==> config.mk <==
export PLATFORM = sky130hd
export DESIGN_NAME = mbr_regs
export DESIGN_NICKNAME = d
export VERILOG_FILES = /design/src/rtl/mbr_pkg.sv /design/src/rtl/mbr_regs.sv
export SDC_FILE = /design/constraint.sdc
export NUM_CORES = 1
export LEC_CHECK = 0
export BUFFER_PORTS_ARGS = -buffer_cell sky130_fd_sc_hd__buf_2
export CORE_UTILIZATION = 55
export CTS_CLUSTER_DIAMETER = 120
export DETAILED_ROUTE_END_ITERATION = 12
export GPL_ROUTABILITY_DRIVEN = 0
export PLACE_DENSITY = 0.9
export SLEW_MARGIN = 20
export SYNTH_ARGS = -nofsm -noshare
export SYNTH_HDL_FRONTEND = slang
export SYNTH_SLANG_ARGS = --single-unit
==> constraint.sdc <==
create_clock -name clk -period 4.1 [get_ports clk]
set_input_delay 0.615 -clock clk [delete_from_list [all_inputs] [get_ports clk]]
set_output_delay 0.615 -clock clk [all_outputs]
set_load 0.05 [all_outputs]
==> src/rtl/mbr_pkg.sv <==
package mbr_pkg;

    // field and datapath widths
    localparam int COORD_WIDTH = 32;
    localparam int COUNT_WIDTH = 16;
    localparam int DIM_WIDTH   = 12;
    localparam int SIZE_WIDTH  = 13;
    localparam int FRAC_BITS   = 27;
    localparam int ZW          = 48;   // c and z registers, Q.27
    localparam int ZOP_W       = FRAC_BITS + 2;   // z operand once inside |z| < 2
    localparam int SQ_W        = 2 * ZOP_W;
    localparam int DIV_W       = 33;
    localparam int DEN_W       = 16;
    localparam int ADDR_WIDTH  = 5;
    localparam int DATA_WIDTH  = 32;
    localparam int T_W         = 17;   // t and u, 65536 stands for one
    localparam int K_W         = 13;

    // colour weights: 9*255, 15*255, 17*255 (blue then takes one more shift)
    localparam logic [K_W-1:0] K_RED   = 13'd2295;
    localparam logic [K_W-1:0] K_GREEN = 13'd3825;
    localparam logic [K_W-1:0] K_BLUE  = 13'd4335;

    // register indexes
    localparam logic [2:0] REG_MIN_REAL   = 3'd0;
    localparam logic [2:0] REG_MAX_REAL   = 3'd1;
    localparam logic [2:0] REG_MIN_IMAG   = 3'd2;
    localparam logic [2:0] REG_MAX_IMAG   = 3'd3;
    localparam logic [2:0] REG_WIDTH      = 3'd4;
    localparam logic [2:0] REG_HEIGHT     = 3'd5;
    localparam logic [2:0] REG_MAX_ITER   = 3'd6;

    // divider operand selection
    localparam logic [1:0] DIV_SEL_RE = 2'd0;
    localparam logic [1:0] DIV_SEL_IM = 2'd1;
    localparam logic [1:0] DIV_SEL_T  = 2'd2;

    typedef struct packed {
        logic [DIM_WIDTH-1:0] pixel_x;
        logic [DIM_WIDTH-1:0] pixel_y;
    } pixel_in_t;

    typedef struct packed {
        logic [COUNT_WIDTH-1:0] iteration_count;
        logic [7:0]             red;
        logic [7:0]             green;
        logic [7:0]             blue;
    } pixel_out_t;

    typedef struct packed {
        logic [COORD_WIDTH-1:0] min_real;
        logic [COORD_WIDTH-1:0] max_real;
        logic [COORD_WIDTH-1:0] min_imag;
        logic [COORD_WIDTH-1:0] max_imag;
        logic [SIZE_WIDTH-1:0]  image_width;
        logic [SIZE_WIDTH-1:0]  image_height;
        logic [COUNT_WIDTH-1:0] max_iterations;
    } cfg_t;

    typedef struct packed {
        logic       load_in;
        logic       div_start;
        logic [1:0] div_sel;
        logic       map_re;
        logic       map_im;
        logic       iter_init;
        logic       iter_step;
        logic       col1;
        logic       col2;
        logic       col3;
        logic       load_out;
    } mbr_cmd_t;

    typedef struct packed {
        logic div_done;
        logic iter_done;
    } mbr_status_t;

endpackage

==> src/rtl/mbr_regs.sv <==
module mbr_regs
    import mbr_pkg::*;
(
    input  logic                  clk,
    input  logic                  rst_n,
    input  logic                  psel,
    input  logic                  penable,
    input  logic                  pwrite,
    input  logic [ADDR_WIDTH-1:0] paddr,
    input  logic [DATA_WIDTH-1:0] pwdata,
    output logic [DATA_WIDTH-1:0] prdata,
    output logic                  pready,
    output cfg_t                  cfg
);

    cfg_t       cfg_reg;
    logic [2:0] idx;
    logic       wr_en;

    assign idx    = paddr[ADDR_WIDTH-1:2];
    assign wr_en  = psel && penable && pwrite;
    assign pready = 1'b1;

    always_ff @(posedge clk or negedge rst_n)
    begin
        if (!rst_n)
        begin
            cfg_reg.min_real       <= 32'hF000_0000;
            cfg_reg.max_real       <= 32'h0800_0000;
            cfg_reg.min_imag       <= 32'hF800_0000;
            cfg_reg.max_imag       <= 32'h0800_0000;
            cfg_reg.image_width    <= 13'd640;
            cfg_reg.image_height   <= 13'd480;
            cfg_reg.max_iterations <= 16'd255;
        end
        else if (wr_en)
        begin
            case (idx)
                REG_MIN_REAL: cfg_reg.min_real       <= pwdata;
                REG_MAX_REAL: cfg_reg.max_real       <= pwdata;
                REG_MIN_IMAG: cfg_reg.min_imag       <= pwdata;
                REG_MAX_IMAG: cfg_reg.max_imag       <= pwdata;
                REG_WIDTH:    cfg_reg.image_width    <= pwdata[SIZE_WIDTH-1:0];
                REG_HEIGHT:   cfg_reg.image_height   <= pwdata[SIZE_WIDTH-1:0];
                REG_MAX_ITER: cfg_reg.max_iterations <= pwdata[COUNT_WIDTH-1:0];
                default:      ;
            endcase
        end
    end

    // read back
    always_comb
    begin
        case (idx)
            REG_MIN_REAL: prdata = cfg_reg.min_real;
            REG_MAX_REAL: prdata = cfg_reg.max_real;
            REG_MIN_IMAG: prdata = cfg_reg.min_imag;
            REG_MAX_IMAG: prdata = cfg_reg.max_imag;
            REG_WIDTH:    prdata = DATA_WIDTH'(cfg_reg.image_width);
            REG_HEIGHT:   prdata = DATA_WIDTH'(cfg_reg.image_height);
            REG_MAX_ITER: prdata = DATA_WIDTH'(cfg_reg.max_iterations);
            default:      prdata = '0;
        endcase
    end

    assign cfg = cfg_reg;

endmodule

==> out/qor.csv <==
metric,value,unit
pwr-share-seq,35.9,%
core,13900,µm²
stdcell_count,964,
die_w,121,µm
relSlewSlack,36.1,%
cp-start-kind,input pin,
wl_met3,1300,µm
largest_reg_flops,170,
wl_met1,8360,µm
cts_root_buf,clkbuf_16,
cts_buffer_depth,2,
setup_viol,0,
clk_latency,430,ps
drt-vias-per-instance,5.84,
p_switching,2.73,mW
start_util,56.4,%
ys_seq_area_share,54.8,%
powerDensity,650,nW/µm²
top_layer,met4,
cts_sinks,170,
via_count,5634,
intPower,3.67,mW
grt_use_total,29.2,%
area_delta_synth_final,26.0,%
arrival,2510,ps
grt_max_degree,92,
io_buffers,241,
holdBufCountCts,0,
clk_pin_slew_worst_paths,70,ps
post_drt_wl_per_cell,21.7,µm
end_kind,primary output,
finalSetupTns,0,ps
fmax,0.320,GHz
die-area,14700,µm²
cts_setup_buffers,0,
dr_wl_met2,10700,µm
post_cts_resized,0,
clkPwrFrac,25.4,%
drive_above_1_share,64.7,%
status,"finished, final reports clean",
cts_tree,yes,
layout.nets,813,
min-delay-path-class,input pin to asynchronous set/reset pin,
synthCells,536,
worstPathRequired,3480,ps
drv_slew,0,
path_class,input pin to primary output,
ir_drop,0.434,mV
yosysWarnings,0,
leakagePower,4.88,nW
firstDrtPassIters,4,
final_antenna_net_count,0,
synth_top_area_cell,dfrtp_1,
worst_pin_slew,959,ps
finClkSkew,0,ps
place_hpwl,13800,µm
cts-buffers-inserted,17,
grt_setup_unrepaired,no,
worstPathMaxFanout,36,
htree_levels,4,
ys.flop_type,dfrtp_1,
synth.ff_latch_count,170,
switching_share,42.7,%
grt_pass1_wl,32100,µm
synthArstFlopShare,100,%
hold_violations,0,
maxCapViolCount,0,
post-route-period-util,76.2,%
grt.overflow.total,0,
first_iter_violations,304,
first_global_vias,5942,
yosysTopAreaCellShare,46.4,%
drc,0,
antenna_found_initial,0,
syn_nets,578,
synth_edf_count,0,
p_comb_share,38.7,%
rows,43,
ys_top_cells_by_area,"dfrtp_1, mux2_2, dfstp_2, mux4_2, mux2i_1",
dpl.cell_count,932,
io_pins,245,
wl,20900,µm
syn_area,7820,µm²
diodes,0,
synth.distinct_cells,35,
fin_crit,3130,ps
avgSynthCellArea,14.6,µm²
chipHeight,121,µm
[synth_stat cells (all sizes together), types with 2 or more instances]
cell type	count
nor3b	2
nand2b	2
mux2	182
nand3	11
buf	27
and4b	2
inv	2
nand3b	4
a21o	2
o211ai	3
mux2i	26
a32oi	2
nor3	3
a31oi	2
dfrtp	145
nor2b	19
o21a	12
o221ai	10
o21ai	3
mux4	17
nor2	5
nand2	13
dfstp	25
clkbuf	11
[power by group through the flow]
stage | logic, mW | clock network [mW] | registers, mW
after floorplan | 0.706 | 0 | 3.45
after global placement | 2.44 | 0 | 2.28
after detailed placement | 2.47 | 0 | 2.32
after CTS | 2.49 | 1.64 | 2.30
after global routing | 2.57 | 1.70 | 2.34
final | 2.48 | 1.63 | 2.30
[path summary, 6_finish.rpt]
path | startpoint | endpoint | slack (ps) | cells after the start
max | paddr[2] | prdata[18] | 970 | 5
min | rst_n | cfg[165]$_DFFE_PN0P_ | 210 | 1
max reg2reg | cfg[46]$_DFFE_PN0P_ | cfg[46]$_DFFE_PN0P_ | 3270 | 1
min reg2reg | cfg[159]$_DFFE_PN0P_ | cfg[159]$_DFFE_PN0P_ | 520 | 1
max in group asynchronous | rst_n | cfg[4]$_DFFE_PN1P_ | 2960 | 2
min in group clk | pwdata[21] | cfg[159]$_DFFE_PN0P_ | 440 | 2
[layout by cell type (no fill, tap or decap), types with 3 or more instances in the layout]
master / synthesis / routed
buf_2: 24 / 239
mux2_2: 175 / 175
dfrtp_1: 145 / 145
mux2i_1: 26 / 26
dfstp_2: 25 / 25
nor2b_1: 19 / 19
mux4_2: 17 / 17
clkbuf_16: 0 / 17
nand2_1: 13 / 13
o21a_1: 12 / 12
nand3_1: 11 / 11
o221ai_1: 10 / 10
buf_4: 2 / 10
mux2_1: 7 / 7
nand3b_1: 4 / 4
clkbuf_8: 0 / 4
buf_12: 0 / 4
o211ai_1: 3 / 3
o21ai_0: 3 / 3
clkinvlp_4: 0 / 3
clkinv_4: 0 / 3
[worst max-delay path, stage by stage]
cell and delay (ps):
buf_4 470, buf_4 450, mux4_2 550, nor2b_1 140, buf_2 220
[stage by stage]
stage               utilization, %  area, µm²  hold WS, ps  setup WS [ps]  total power, mW
floorplan                        -       7820          319           1190             4.16
global placement              66.7       9250          485           1030             4.72
detailed placement            66.7       9250          507            970             4.79
CTS                           71.0       9850          236            970             6.42
global route                  71.0       9850          268            898             6.61
finish                        71.0       9850          208            974             6.41
[final cells by class]
type	count	area, µm²
Clock buffer	23	488
Sequential cell	170	4290
Clock inverter	9	114
Multi-Input combinational cell	326	3370
Inverter	2	7.51
Timing Repair Buffer	254	1360
Tap cell	180	225
Fill cell	918	4030
[metal layers]
| metal | global-route usage (%) | up-vias |
|---|---|---|
| li1 | - | 2443 |
| met1 | 35.4 | 2930 |
| met2 | 49.3 | 219 |
| met3 | 7.28 | 42 |
| met4 | 13.2 | 0 |
| met5 | 0 | - |
[cells by family (layout without fill, tap and decap cells)]
kind of cell / Yosys count / after routing / synth area share, %
AND/OR/NAND/NOR: 64 / 64 / 4.83
multiplexers: 225 / 225 / 34.4
other: 1 / 1 / 0.0479
buffers and inverters: 40 / 288 / 2.40
flip-flops: 170 / 170 / 54.8
AO/OA/AOI/OAI: 36 / 36 / 3.52
Note: power is estimated with default switching activity, not from simulation.
