File: config.mk
export PLATFORM = sky130hd
export DESIGN_NAME = mbr_ctrl
export DESIGN_NICKNAME = d
export VERILOG_FILES = /design/src/rtl/mbr_pkg.sv /design/src/rtl/mbr_ctrl.sv
export SDC_FILE = /design/constraint.sdc
export NUM_CORES = 1
export LEC_CHECK = 0
export BUFFER_PORTS_ARGS = -buffer_cell sky130_fd_sc_hd__buf_2
export CORE_AREA = 2 2 39 41
export DETAILED_ROUTE_END_ITERATION = 8
export DIE_AREA = 0 0 41 43
export HOLD_SLACK_MARGIN = 0.08
export PLACE_DENSITY = 0.7
export SLEW_MARGIN = 15
export SYNTH_ARGS = -nofsm -noshare
export SYNTH_HDL_FRONTEND = slang
export SYNTH_SLANG_ARGS = --single-unit
File: constraint.sdc
create_clock -name clk -period 1.4 [get_ports clk]
set_input_delay 0.14 -clock clk [delete_from_list [all_inputs] [get_ports clk]]
set_output_delay 0.14 -clock clk [all_outputs]
set_load 0.05 [all_outputs]
File: src/rtl/mbr_pkg.sv
package mbr_pkg;

    // field and datapath widths
    localparam int COORD_WIDTH = 32;
    localparam int COUNT_WIDTH = 16;
    localparam int DIM_WIDTH   = 12;
    localparam int SIZE_WIDTH  = 13;
    localparam int FRAC_BITS   = 27;
    localparam int ZW          = 48;   // c and z registers, Q.27
    localparam int ZOP_W       = FRAC_BITS + 2;   // z operand once inside |z| < 2
    localparam int SQ_W        = 2 * ZOP_W;
    localparam int DIV_W       = 33;
    localparam int DEN_W       = 16;
    localparam int ADDR_WIDTH  = 5;
    localparam int DATA_WIDTH  = 32;
    localparam int T_W         = 17;   // t and u, 65536 stands for one
    localparam int K_W         = 13;

    // colour weights: 9*255, 15*255, 17*255 (blue then takes one more shift)
    localparam logic [K_W-1:0] K_RED   = 13'd2295;
    localparam logic [K_W-1:0] K_GREEN = 13'd3825;
    localparam logic [K_W-1:0] K_BLUE  = 13'd4335;

    // register indexes
    localparam logic [2:0] REG_MIN_REAL   = 3'd0;
    localparam logic [2:0] REG_MAX_REAL   = 3'd1;
    localparam logic [2:0] REG_MIN_IMAG   = 3'd2;
    localparam logic [2:0] REG_MAX_IMAG   = 3'd3;
    localparam logic [2:0] REG_WIDTH      = 3'd4;
    localparam logic [2:0] REG_HEIGHT     = 3'd5;
    localparam logic [2:0] REG_MAX_ITER   = 3'd6;

    // divider operand selection
    localparam logic [1:0] DIV_SEL_RE = 2'd0;
    localparam logic [1:0] DIV_SEL_IM = 2'd1;
    localparam logic [1:0] DIV_SEL_T  = 2'd2;

    typedef struct packed {
        logic [DIM_WIDTH-1:0] pixel_x;
        logic [DIM_WIDTH-1:0] pixel_y;
    } pixel_in_t;

    typedef struct packed {
        logic [COUNT_WIDTH-1:0] iteration_count;
        logic [7:0]             red;
        logic [7:0]             green;
        logic [7:0]             blue;
    } pixel_out_t;

    typedef struct packed {
        logic [COORD_WIDTH-1:0] min_real;
        logic [COORD_WIDTH-1:0] max_real;
        logic [COORD_WIDTH-1:0] min_imag;
        logic [COORD_WIDTH-1:0] max_imag;
        logic [SIZE_WIDTH-1:0]  image_width;
        logic [SIZE_WIDTH-1:0]  image_height;
        logic [COUNT_WIDTH-1:0] max_iterations;
    } cfg_t;

    typedef struct packed {
        logic       load_in;
        logic       div_start;
        logic [1:0] div_sel;
        logic       map_re;
        logic       map_im;
        logic       iter_init;
        logic       iter_step;
        logic       col1;
        logic       col2;
        logic       col3;
        logic       load_out;
    } mbr_cmd_t;

    typedef struct packed {
        logic div_done;
        logic iter_done;
    } mbr_status_t;

endpackage

File: src/rtl/mbr_ctrl.sv
module mbr_ctrl
    import mbr_pkg::*;
(
    input  logic        clk,
    input  logic        rst_n,
    input  logic        pixel_valid,
    output logic        pixel_ready,
    output logic        result_valid,
    input  logic        result_ready,
    input  mbr_status_t status,
    output mbr_cmd_t    cmd
);

    localparam logic [3:0] S_IDLE   = 4'd0;
    localparam logic [3:0] S_DIV_RE = 4'd1;
    localparam logic [3:0] S_MAP_RE = 4'd2;
    localparam logic [3:0] S_DIV_IM = 4'd3;
    localparam logic [3:0] S_MAP_IM = 4'd4;
    localparam logic [3:0] S_ITER   = 4'd5;
    localparam logic [3:0] S_DIV_T  = 4'd6;
    localparam logic [3:0] S_COL1   = 4'd7;
    localparam logic [3:0] S_COL2   = 4'd8;
    localparam logic [3:0] S_COL3   = 4'd9;
    localparam logic [3:0] S_OUT    = 4'd10;

    logic [3:0] state_reg, state_next;
    logic       valid_reg, valid_next;

    always_comb
    begin
        state_next  = state_reg;
        valid_next  = valid_reg && !result_ready;
        cmd         = '0;
        cmd.div_sel = DIV_SEL_RE;
        pixel_ready = 1'b0;
        case (state_reg)
            S_IDLE:
            begin
                pixel_ready = 1'b1;
                if (pixel_valid)
                begin
                    cmd.load_in   = 1'b1;
                    cmd.div_start = 1'b1;
                    state_next    = S_DIV_RE;
                end
            end
            S_DIV_RE:
            begin
                if (status.div_done)
                begin
                    state_next = S_MAP_RE;
                end
            end
            S_MAP_RE:
            begin
                cmd.map_re    = 1'b1;
                cmd.div_start = 1'b1;
                cmd.div_sel   = DIV_SEL_IM;
                state_next    = S_DIV_IM;
            end
            S_DIV_IM:
            begin
                if (status.div_done)
                begin
                    state_next = S_MAP_IM;
                end
            end
            S_MAP_IM:
            begin
                cmd.map_im    = 1'b1;
                cmd.iter_init = 1'b1;
                state_next    = S_ITER;
            end
            S_ITER:
            begin
                if (status.iter_done)
                begin
                    cmd.div_start = 1'b1;
                    cmd.div_sel   = DIV_SEL_T;
                    state_next    = S_DIV_T;
                end
                else
                begin
                    cmd.iter_step = 1'b1;
                end
            end
            S_DIV_T:
            begin
                if (status.div_done)
                begin
                    state_next = S_COL1;
                end
            end
            S_COL1:
            begin
                cmd.col1   = 1'b1;
                state_next = S_COL2;
            end
            S_COL2:
            begin
                cmd.col2   = 1'b1;
                state_next = S_COL3;
            end
            S_COL3:
            begin
                cmd.col3   = 1'b1;
                state_next = S_OUT;
            end
            S_OUT:
            begin
                // wait for the output register to be free
                if (!valid_reg || result_ready)
                begin
                    cmd.load_out = 1'b1;
                    valid_next   = 1'b1;
                    state_next   = S_IDLE;
                end
            end
            default:
            begin
                state_next = S_IDLE;
            end
        endcase
    end

    always_ff @(posedge clk or negedge rst_n)
    begin
        if (!rst_n)
        begin
            state_reg <= S_IDLE;
            valid_reg <= 1'b0;
        end
        else
        begin
            state_reg <= state_next;
            valid_reg <= valid_next;
        end
    end

    assign result_valid = valid_reg;

endmodule

==> results of run 1 <==
==> Yosys cell counts (2+ instances only) <==
| library cell | number | area share [%] |
|---|---|---|
| sky130_fd_sc_hd__nor3_1 | 6 | 7.1 |
| sky130_fd_sc_hd__buf_6 | 2 | 5.3 |
| sky130_fd_sc_hd__nand2_1 | 4 | 3.5 |
| sky130_fd_sc_hd__nor2_1 | 5 | 4.4 |
| sky130_fd_sc_hd__o21ai_0 | 2 | 2.4 |
| sky130_fd_sc_hd__nand2b_1 | 4 | 5.9 |
| sky130_fd_sc_hd__nor4_1 | 2 | 2.9 |
| sky130_fd_sc_hd__o211ai_1 | 2 | 3.5 |
| sky130_fd_sc_hd__buf_4 | 2 | 3.5 |
| sky130_fd_sc_hd__or3_1 | 2 | 2.9 |
| sky130_fd_sc_hd__dfrtp_1 | 5 | 29 |
| sky130_fd_sc_hd__inv_1 | 3 | 2.6 |
==> worst max path at each step <==
| stage | start | endpoint | slack (ns) | cells past startpoint |
|---|---|---|---|---|
| 6_report | state_reg[2] | cmd[10] | -0.17 | 4 |
| 4_1_cts | state_reg[2] | cmd[10] | -0.16 | 4 |
| 3_5_place_dp | state_reg[2] | state_reg[1] | -0.02 | 4 |
| 2_1_floorplan | state_reg[3] | cmd[10] | -0.47 | 3 |
| 5_1_grt | state_reg[2] | cmd[10] | -0.23 | 4 |
| 3_3_place_gp | state_reg[2] | state_reg[1] | 0.008 | 4 |
==> power by group <==
group          internal (uW)  switching, uW
logic                    997           1090
clock network            107           54.0
registers                218            144
total                   1320           1290
==> cells by family (layout without fill, tap and decap cells) <==
| group | count (synthesis) | in the layout | share of synthesized area [%] |
|---|---|---|---|
| compound gates | 11 | 11 | 18.8 |
| flops | 5 | 5 | 29.4 |
| buf+inv | 9 | 49 | 13.5 |
| simple gates | 30 | 30 | 38.2 |
==> per-stage QoR <==
| step | setup slack [ns] | setup TNS, ns | instance area [um^2] | cells | total power, uW |
|---|---|---|---|---|---|
| after floorplan | -0.475 | -1.05 | 547 | 55 | 1500 |
| after global placement | 0.00767 | 0 | 693 | 94 | 1810 |
| after detailed placement | -0.0197 | -0.0199 | 693 | 94 | 1840 |
| after CTS | -0.156 | -1.16 | 823 | 101 | 2200 |
| after global routing | -0.228 | -1.76 | 973 | 111 | 2770 |
| final | -0.167 | -0.933 | 973 | 111 | 2610 |
==> repair_timing <==
item | CTS | global route
hold endpoints to repair | 5 | 0
pin swaps | 1 | 8
gates resized for setup | 25 | 25
setup endpoints to repair | 14 | 15
hold buffers | 1 | 0
gates cloned | 0 | 0
setup buffers | 2 | 10
==> layout make-up <==
cell class / count / area share, %
Multi-Input combinational cell: 41 / 40.5
Timing Repair Buffer: 42 / 40.2
Sequential cell: 5 / 13.4
Clock buffer: 4 / 2.70
Tap cell: 16 / 2.06
Inverter: 3 / 1.16
==> worst reg2reg max path, cell delays in order (launching register included) <==
cell                      delay, ns
sky130_fd_sc_hd__dfrtp_2       0.48
sky130_fd_sc_hd__buf_6         0.16
sky130_fd_sc_hd__nor3_2        0.22
sky130_fd_sc_hd__a31oi_2       0.06
sky130_fd_sc_hd__or3_1         0.31
sky130_fd_sc_hd__a31oi_1       0.18
==> metal layers <==
metal,up-vias,part of all wire (%),global-route usage (%)
met3,0,5.2,3.14
met2,17,59,28.1
met5,-,0,0
li1,271,-,-
met4,0,0,4.00
met1,267,35,22.2
==> metrics, run 1 <==
synthesized netlist cell count=55; overall die area=1760 um^2; Max Fclk=638 MHz; initial detailed-routing violation count=5; Hold Crit Start=result_ready; Finish-stage setup viols=11; largest net degree at the start of global routing=11; startpoint of the lowest-slack register-to-register path=state_reg[2]; most frequent cells in the layout=sky130_fd_sc_hd__buf_6, sky130_fd_sc_hd__buf_4, sky130_fd_sc_hd__buf_2; global-route wire length before repair=2080 um; overall die height=43 um; buffer levels on the longest clock path=2; Crit Path Class=reg2out; number of antenna violations at the first check in global routing=0; count of buffer and inverter cells on the critical path=1; Max rail drop VDD=1400 uV; HPWL after detailed placement=930 um; endpoint of the worst-slack reg-to-reg timing path=state_reg[1]; Placer Congestion=0.826; violated checks=setup timing; post-synth net total=61; final worst setup slack=-0.167 ns; post-synthesis cell area=425 um^2; endpoints failing hold=0; Post-synth ARST share=100%; CTS tree=yes; Die Wd=41 um; Critical Path End Type=output port; depth of the CTS H-tree=1; root cell of the clock tree=sky130_fd_sc_hd__clkbuf_4; Worst slew margin=81.4%; core outline area=1380 um^2; largest fanout of any net on the critical path=6; class of the worst hold path=in2reg; First-pass DRT Iterations=4; Sink Count=5; total routing usage reported by global routing=17.2%; WP data required=1.26 ns; share of the yosys chip area belonging to registers=29.4%; Reg2Reg Setup Slack=-0.09 ns; slew at the pin closest to its max-slew limit=0.278 ns; sum of overflow across all layers after global routing=0; antenna diode count=0; final-stage net count=102; source-to-sink clock delay at the later pin of the worst-skew pair=0.23 ns; crit-path max cell delay=0.47 ns; RSZ-0062 raised after global routing=true; number of standard-cell rows in the floorplan=14; total of max-cap violations=0; cell family with most CP delay=simple AND/OR/NAND/NOR gates; flip-flop count of the largest register, all copies and words added=4; Initial Utilization=30.7%; master of the slowest instance on the critical path=sky130_fd_sc_hd__dfrtp_2; combined area of the multi-input logic cells=394 um^2; unique cell type count in the Yosys netlist=28; per-instance average area after synthesis=7.73 um^2; Residual DRC=0; static leakage=0.000472 uW; register cell area after layout=130 um^2; post-route ant nets=0; critical path startpoint category=flip-flop; Worst EP arrival=1.43 ns; vias in the first global route=474; clk_skew=0.00304 ns; run status=finished, violations left; post-route minimum period=1.57 ns; critical-path cell list=nor4_4 -> and2_4 -> or3_4 -> buf_8; flops & latches, synth=5; final core occ=70.3%; most instantiated flip-flop cell in the synthesis netlist=sky130_fd_sc_hd__dfrtp_1; number of vias in the routed layout=555; number of flops mapped to enable cells by yosys=0; per-cell via count in the routed design=5.00; Power Density=2680 nW/um^2; average routed wire per standard cell=13.6 um; worst hold-check slack=0.242 ns; count of input and output buffers=19; count of cells along the worst hold path=3; fill cell count=117; number of top-level design ports=20; number of CTS-inserted buffers=3; Worst Hold Path EP=result_valid; clock-pin slew reported for the worst setup and hold paths after clock tree synthesis=0.04 ns; synth-to-layout area growth=129%; wire length reported by the detailed router=1510 um; part of the cycle the worst path needs=112%; depth of the worst register-to-register path=5; total count of max-transition violations in the final report=0; number of warning messages in the yosys log=0; fraction of final layout cells sized beyond drive strength 1=71.6%
Note: power is estimated with default switching activity, not from simulation.
==> inputs of run 2 (changes only) <==
--- a/config.mk
+++ b/config.mk
@@ -11,6 +11,7 @@
 export DIE_AREA = 0 0 41 43
 export HOLD_SLACK_MARGIN = 0.08
 export PLACE_DENSITY = 0.7
+export SKIP_CTS_REPAIR_TIMING = 1
 export SLEW_MARGIN = 15
 export SYNTH_ARGS = -nofsm -noshare
 export SYNTH_HDL_FRONTEND = slang
==> run 2 against run 1 <==
Net effect: the run still ends with setup timing left; first-iteration DRC count unchanged; worst setup slack worse by 0.043 ns; fmax down 2.7%; cell area down 1.3%; combinational power about the same; non-clock buffer count down 3; critical endpoint unchanged; largest cell class unchanged; largest power group unchanged.
==> metrics, run 2 (same netlist as run 1, synthesis figures left out) <==
run status=finished, violations left; violated checks=setup timing; flip-flop count of the largest register, all copies and words added=4; DP Area=693 um^2; post-route ant nets=0; class of the worst hold path=in2reg; final worst setup slack=-0.210 ns; area of all placed cells without fillers=961 um^2; clk_skew=0.00465 ns; number of top-level design ports=20; HPWL after detailed placement=930 um; count of input and output buffers=19; largest net degree at the start of global routing=11; number of cells in the design after placement=94; total count of max-transition violations in the final report=0; Reg2Reg Setup Slack=-0.13 ns; Sink Count=5; endpoints failing hold=0; largest fanout of any net on the critical path=6; number of vias in the routed layout=535; per-cell via count in the routed design=4.95; crit-path max cell delay=0.47 ns; source-to-sink clock delay at the later pin of the worst-skew pair=0.24 ns; Residual DRC=0; number of antenna violations at the first check in global routing=0; Max Fclk=621 MHz; slew at the pin closest to its max-slew limit=0.253 ns; Worst Hold Path EP=result_valid; most frequent cells in the layout=sky130_fd_sc_hd__buf_6, sky130_fd_sc_hd__buf_4, sky130_fd_sc_hd__buf_2; cell family with most CP delay=simple AND/OR/NAND/NOR gates; overall power of the completed layout=2580 uW; global-route wire length before repair=1950 um; total of max-cap violations=0; Power Density=2680 nW/um^2; root cell of the clock tree=sky130_fd_sc_hd__clkbuf_4; antenna diode count=0; Crit Path Class=reg2out; most common cell after layout, fill and taps aside=sky130_fd_sc_hd__buf_6; master of the slowest instance on the critical path=sky130_fd_sc_hd__dfrtp_2; fraction of final layout cells sized beyond drive strength 1=69.6%; CTS tree=yes; core outline area=1380 um^2; post-route minimum period=1.61 ns; WP data required=1.26 ns; number of CTS-inserted buffers=3; First-pass DRT Iterations=3; Die Wd=41 um; critical-path cell list=nor4_4 -> and2_4 -> or3_4 -> buf_8; wire length reported by the detailed router=1450 um; total routing usage reported by global routing=15.9%; part of the cycle the worst path needs=115%; Max rail drop VDD=1360 uV; Finished Layout Cells=108; overall die area=1760 um^2; Worst slew margin=83.0%; depth of the CTS H-tree=1; startpoint of the lowest-slack register-to-register path=state_reg[2]; RSZ-0062 raised after global routing=true; initial detailed-routing violation count=5; fill cell count=112; average routed wire per standard cell=13.4 um; depth of the worst register-to-register path=6; buffer levels on the longest clock path=2; overall die height=43 um; Hold Crit Start=result_ready; number of standard-cell rows in the floorplan=14; count of buffer and inverter cells on the critical path=1; clock-pin slew reported for the worst setup and hold paths after clock tree synthesis=0.05 ns; critical path startpoint category=flip-flop; Placer Congestion=0.826; Initial Utilization=30.7%; synth-to-layout area growth=126%; sum of overflow across all layers after global routing=0; Critical Path End Type=output port; count of cells along the worst hold path=3; final-stage net count=99; Worst EP arrival=1.47 ns; Finish-stage setup viols=12; vias in the first global route=471; static leakage=0.000460 uW; endpoint of the worst-slack reg-to-reg timing path=state_reg[1]
[run 2: where the power goes]
part | switching, uW | internal, uW | total [uW]
sequential | 135 | 219 | 354
combinational | 1070 | 985 | 2060
clock | 55.8 | 108 | 163
[run 2: worst reg2reg max path, stage by stage (launching register included)]
cell	delay, ns
sky130_fd_sc_hd__dfrtp_2	0.47
sky130_fd_sc_hd__buf_4	0.18
sky130_fd_sc_hd__buf_4	0.12
sky130_fd_sc_hd__or2b_1	0.25
sky130_fd_sc_hd__o22ai_2	0.12
sky130_fd_sc_hd__nand3b_1	0.11
sky130_fd_sc_hd__a31oi_1	0.19
[run 2: per-layer routing]
layer / wire length, um / part of all wire (%) / vias up / global-route usage [%]
met4: 0 / 0 / 0 / 4.00
met2: 816 / 56 / 15 / 27.5
met5: 0 / 0 / - / 0
li1: - / - / 267 / -
met3: 67 / 4.6 / 0 / 3.14
met1: 565 / 39 / 253 / 19.0
[run 2: worst max-delay path by stage]
stage,start,to,depth (start not counted)
after floorplan,state_reg[3],cmd[10],3
after global placement,state_reg[2],state_reg[1],4
after detailed placement,state_reg[2],state_reg[1],4
after CTS,state_reg[2],cmd[0],4
after global routing,state_reg[0],cmd[10],4
final,state_reg[2],cmd[10],4
[run 2: final cells by class]
cell class                 count  area [um^2]  share of cell area, %
inverter                       3         11.3                   1.17
tap                           16         20.0                   2.08
timing repair buffer          39          387                   40.2
multi-input combinational     41          387                   40.2
clock buffer                   4         26.3                   2.73
sequential                     5          130                   13.5
[run 2: per-stage QoR]
stage / utilization (%) / setup slack, ns / hold slack, ns / TNS (ns)
final: 69.4 / -0.210 / 0.241 / -1.08
after global routing: 69.4 / -0.265 / 0.257 / -2.01
after CTS: 52.0 / -0.264 / -0.294 / -2.08
after detailed placement: 50.1 / -0.0197 / -0.0404 / -0.0199
after global placement: 50.1 / 0.00767 / -0.0441 / 0
after floorplan: - / -0.475 / -0.156 / -1.05
==> inputs of run 3 (changes only) <==
--- a/config.mk
+++ b/config.mk
@@ -7,6 +7,7 @@
 export LEC_CHECK = 0
 export BUFFER_PORTS_ARGS = -buffer_cell sky130_fd_sc_hd__buf_2
 export CORE_AREA = 2 2 39 41
+export CTS_BUF_LIST = sky130_fd_sc_hd__clkbuf_8 sky130_fd_sc_hd__clkbuf_16
 export DETAILED_ROUTE_END_ITERATION = 8
 export DIE_AREA = 0 0 41 43
 export HOLD_SLACK_MARGIN = 0.08
==> run 3 against run 2 <==
Net effect: the run still ends with setup timing left; critical path type unchanged; highest routed layer unchanged; clock power up 58%; total power increased by 0.12%; clock skew shrank 0.0037 ns; critical path depth is the same.
==> metrics, run 3 (same netlist as run 1, synthesis figures left out) <==
run status=finished, violations left; violated checks=setup timing; Critical Path End Type=output port; per-cell via count in the routed design=5.02; total routing usage reported by global routing=16.0%; Initial Utilization=30.7%; part of the cycle the worst path needs=113%; fill cell count=113; number of standard-cell rows in the floorplan=14; met1 Usage GRT=19.9%; source-to-sink clock delay at the later pin of the worst-skew pair=0.22 ns; number of vias in the routed layout=527; final core occ=68.3%; Crit Path Class=reg2out; CTS tree=yes; met2 demand-to-capacity share in global routing=26.9%; wire length reported by the detailed router=1400 um; Power Density=2730 nW/um^2; Finish-stage setup viols=11; vias in the first global route=457; Residual DRC=0; total count of max-transition violations in the final report=0; most frequent cells in the layout=sky130_fd_sc_hd__buf_6, sky130_fd_sc_hd__buf_4, sky130_fd_sc_hd__buf_2; depth of the CTS H-tree=1; static leakage=0.000451 uW; core outline area=1380 um^2; post-route ant nets=0; root cell of the clock tree=sky130_fd_sc_hd__clkbuf_8; number of top-level design ports=20; endpoints failing hold=0; Sink Count=5; average routed wire per standard cell=13.4 um; final-stage net count=96; register cell area after layout=130 um^2; total of max-cap violations=0; sum of overflow across all layers after global routing=0; post-route minimum period=1.58 ns; synth-to-layout area growth=122%; overall die height=43 um; global-route wire length before repair=1950 um; flip-flop count of the largest register, all copies and words added=4; clk_skew=0.000964 ns; number of CTS-inserted buffers=3; Worst slew margin=83.1%; final worst setup slack=-0.177 ns; Die Wd=41 um; critical path startpoint category=flip-flop; buffer levels on the longest clock path=2; overall die area=1760 um^2; Max rail drop VDD=1600 uV; number of antenna violations at the first check in global routing=0; Reg2Reg Setup Slack=-0.09 ns; Finished Layout Cells=105; class of the worst hold path=in2reg; combined area of the multi-input logic cells=382 um^2; largest net degree at the start of global routing=11; fraction of final layout cells sized beyond drive strength 1=68.5%; antenna diode count=0; initial detailed-routing violation count=8; global route hottest layer=met2; Max Fclk=634 MHz; clock-pin slew reported for the worst setup and hold paths after clock tree synthesis=0.04 ns; First-pass DRT Iterations=4; number of cells in the design after placement=94; most common cell after layout, fill and taps aside=sky130_fd_sc_hd__buf_6; WP data required=1.26 ns; Placer Congestion=0.826; HPWL after detailed placement=930 um; count of input and output buffers=19; met3 demand-to-capacity share in global routing=3.14%; largest fanout of any net on the critical path=6; RSZ-0062 raised after global routing=true; Worst EP arrival=1.44 ns; slew at the pin closest to its max-slew limit=0.253 ns
==> run 3: stage by stage <==
step / setup TNS [ns] / hold WS, ns / power [uW] / worst slack [ns] / cell area (um^2)
finish: -0.807 / 0.253 / 2580 / -0.177 / 945
global route: -1.59 / 0.270 / 2730 / -0.229 / 945
CTS: -1.74 / -0.269 / 2100 / -0.236 / 738
detailed placement: -0.0199 / -0.0404 / 1840 / -0.0197 / 693
global placement: 0 / -0.0441 / 1810 / 0.00767 / 693
floorplan: -1.05 / -0.156 / 1500 / -0.475 / 547
==> run 3: worst paths after layout <==
check                             start           end  depth (start not counted)
min                        result_ready  result_valid                          3
max reg2reg                state_reg[2]  state_reg[1]                          6
min in group asynchronous         rst_n  result_valid                          2
max in group asynchronous         rst_n  state_reg[2]                          2
min reg2reg                result_valid  result_valid                          2
max                        state_reg[2]       cmd[10]                          4
==> run 3: where the power goes <==
group          internal (uW)  switching (uW)
Sequential               219             132
Combinational            925            1050
Clock                    188            69.0
Total                   1330            1250
==> run 3: layout make-up <==
type                            count  share of cell area (%)
Multi-Input combinational cell     41                    40.4
Timing Repair Buffer               36                    37.7
Sequential cell                     5                    13.8
Clock buffer                        3                    4.37
Tap cell                           16                    2.12
Inverter                            3                    1.19
Clock inverter                      1                   0.397
==> run 3: metal layers <==
layer	vias to the layer above	share of wire [%]
met4	0	0
met3	0	4.5
li1	259	-
met1	251	39
met5	-	0
met2	17	56
==> run 3: critical path, cell delays in order (launching register included) <==
cell                      delay, ns
sky130_fd_sc_hd__dfrtp_2       0.46
sky130_fd_sc_hd__nor4_4        0.07
sky130_fd_sc_hd__and2_4        0.15
sky130_fd_sc_hd__or3_4         0.39
sky130_fd_sc_hd__buf_8         0.16
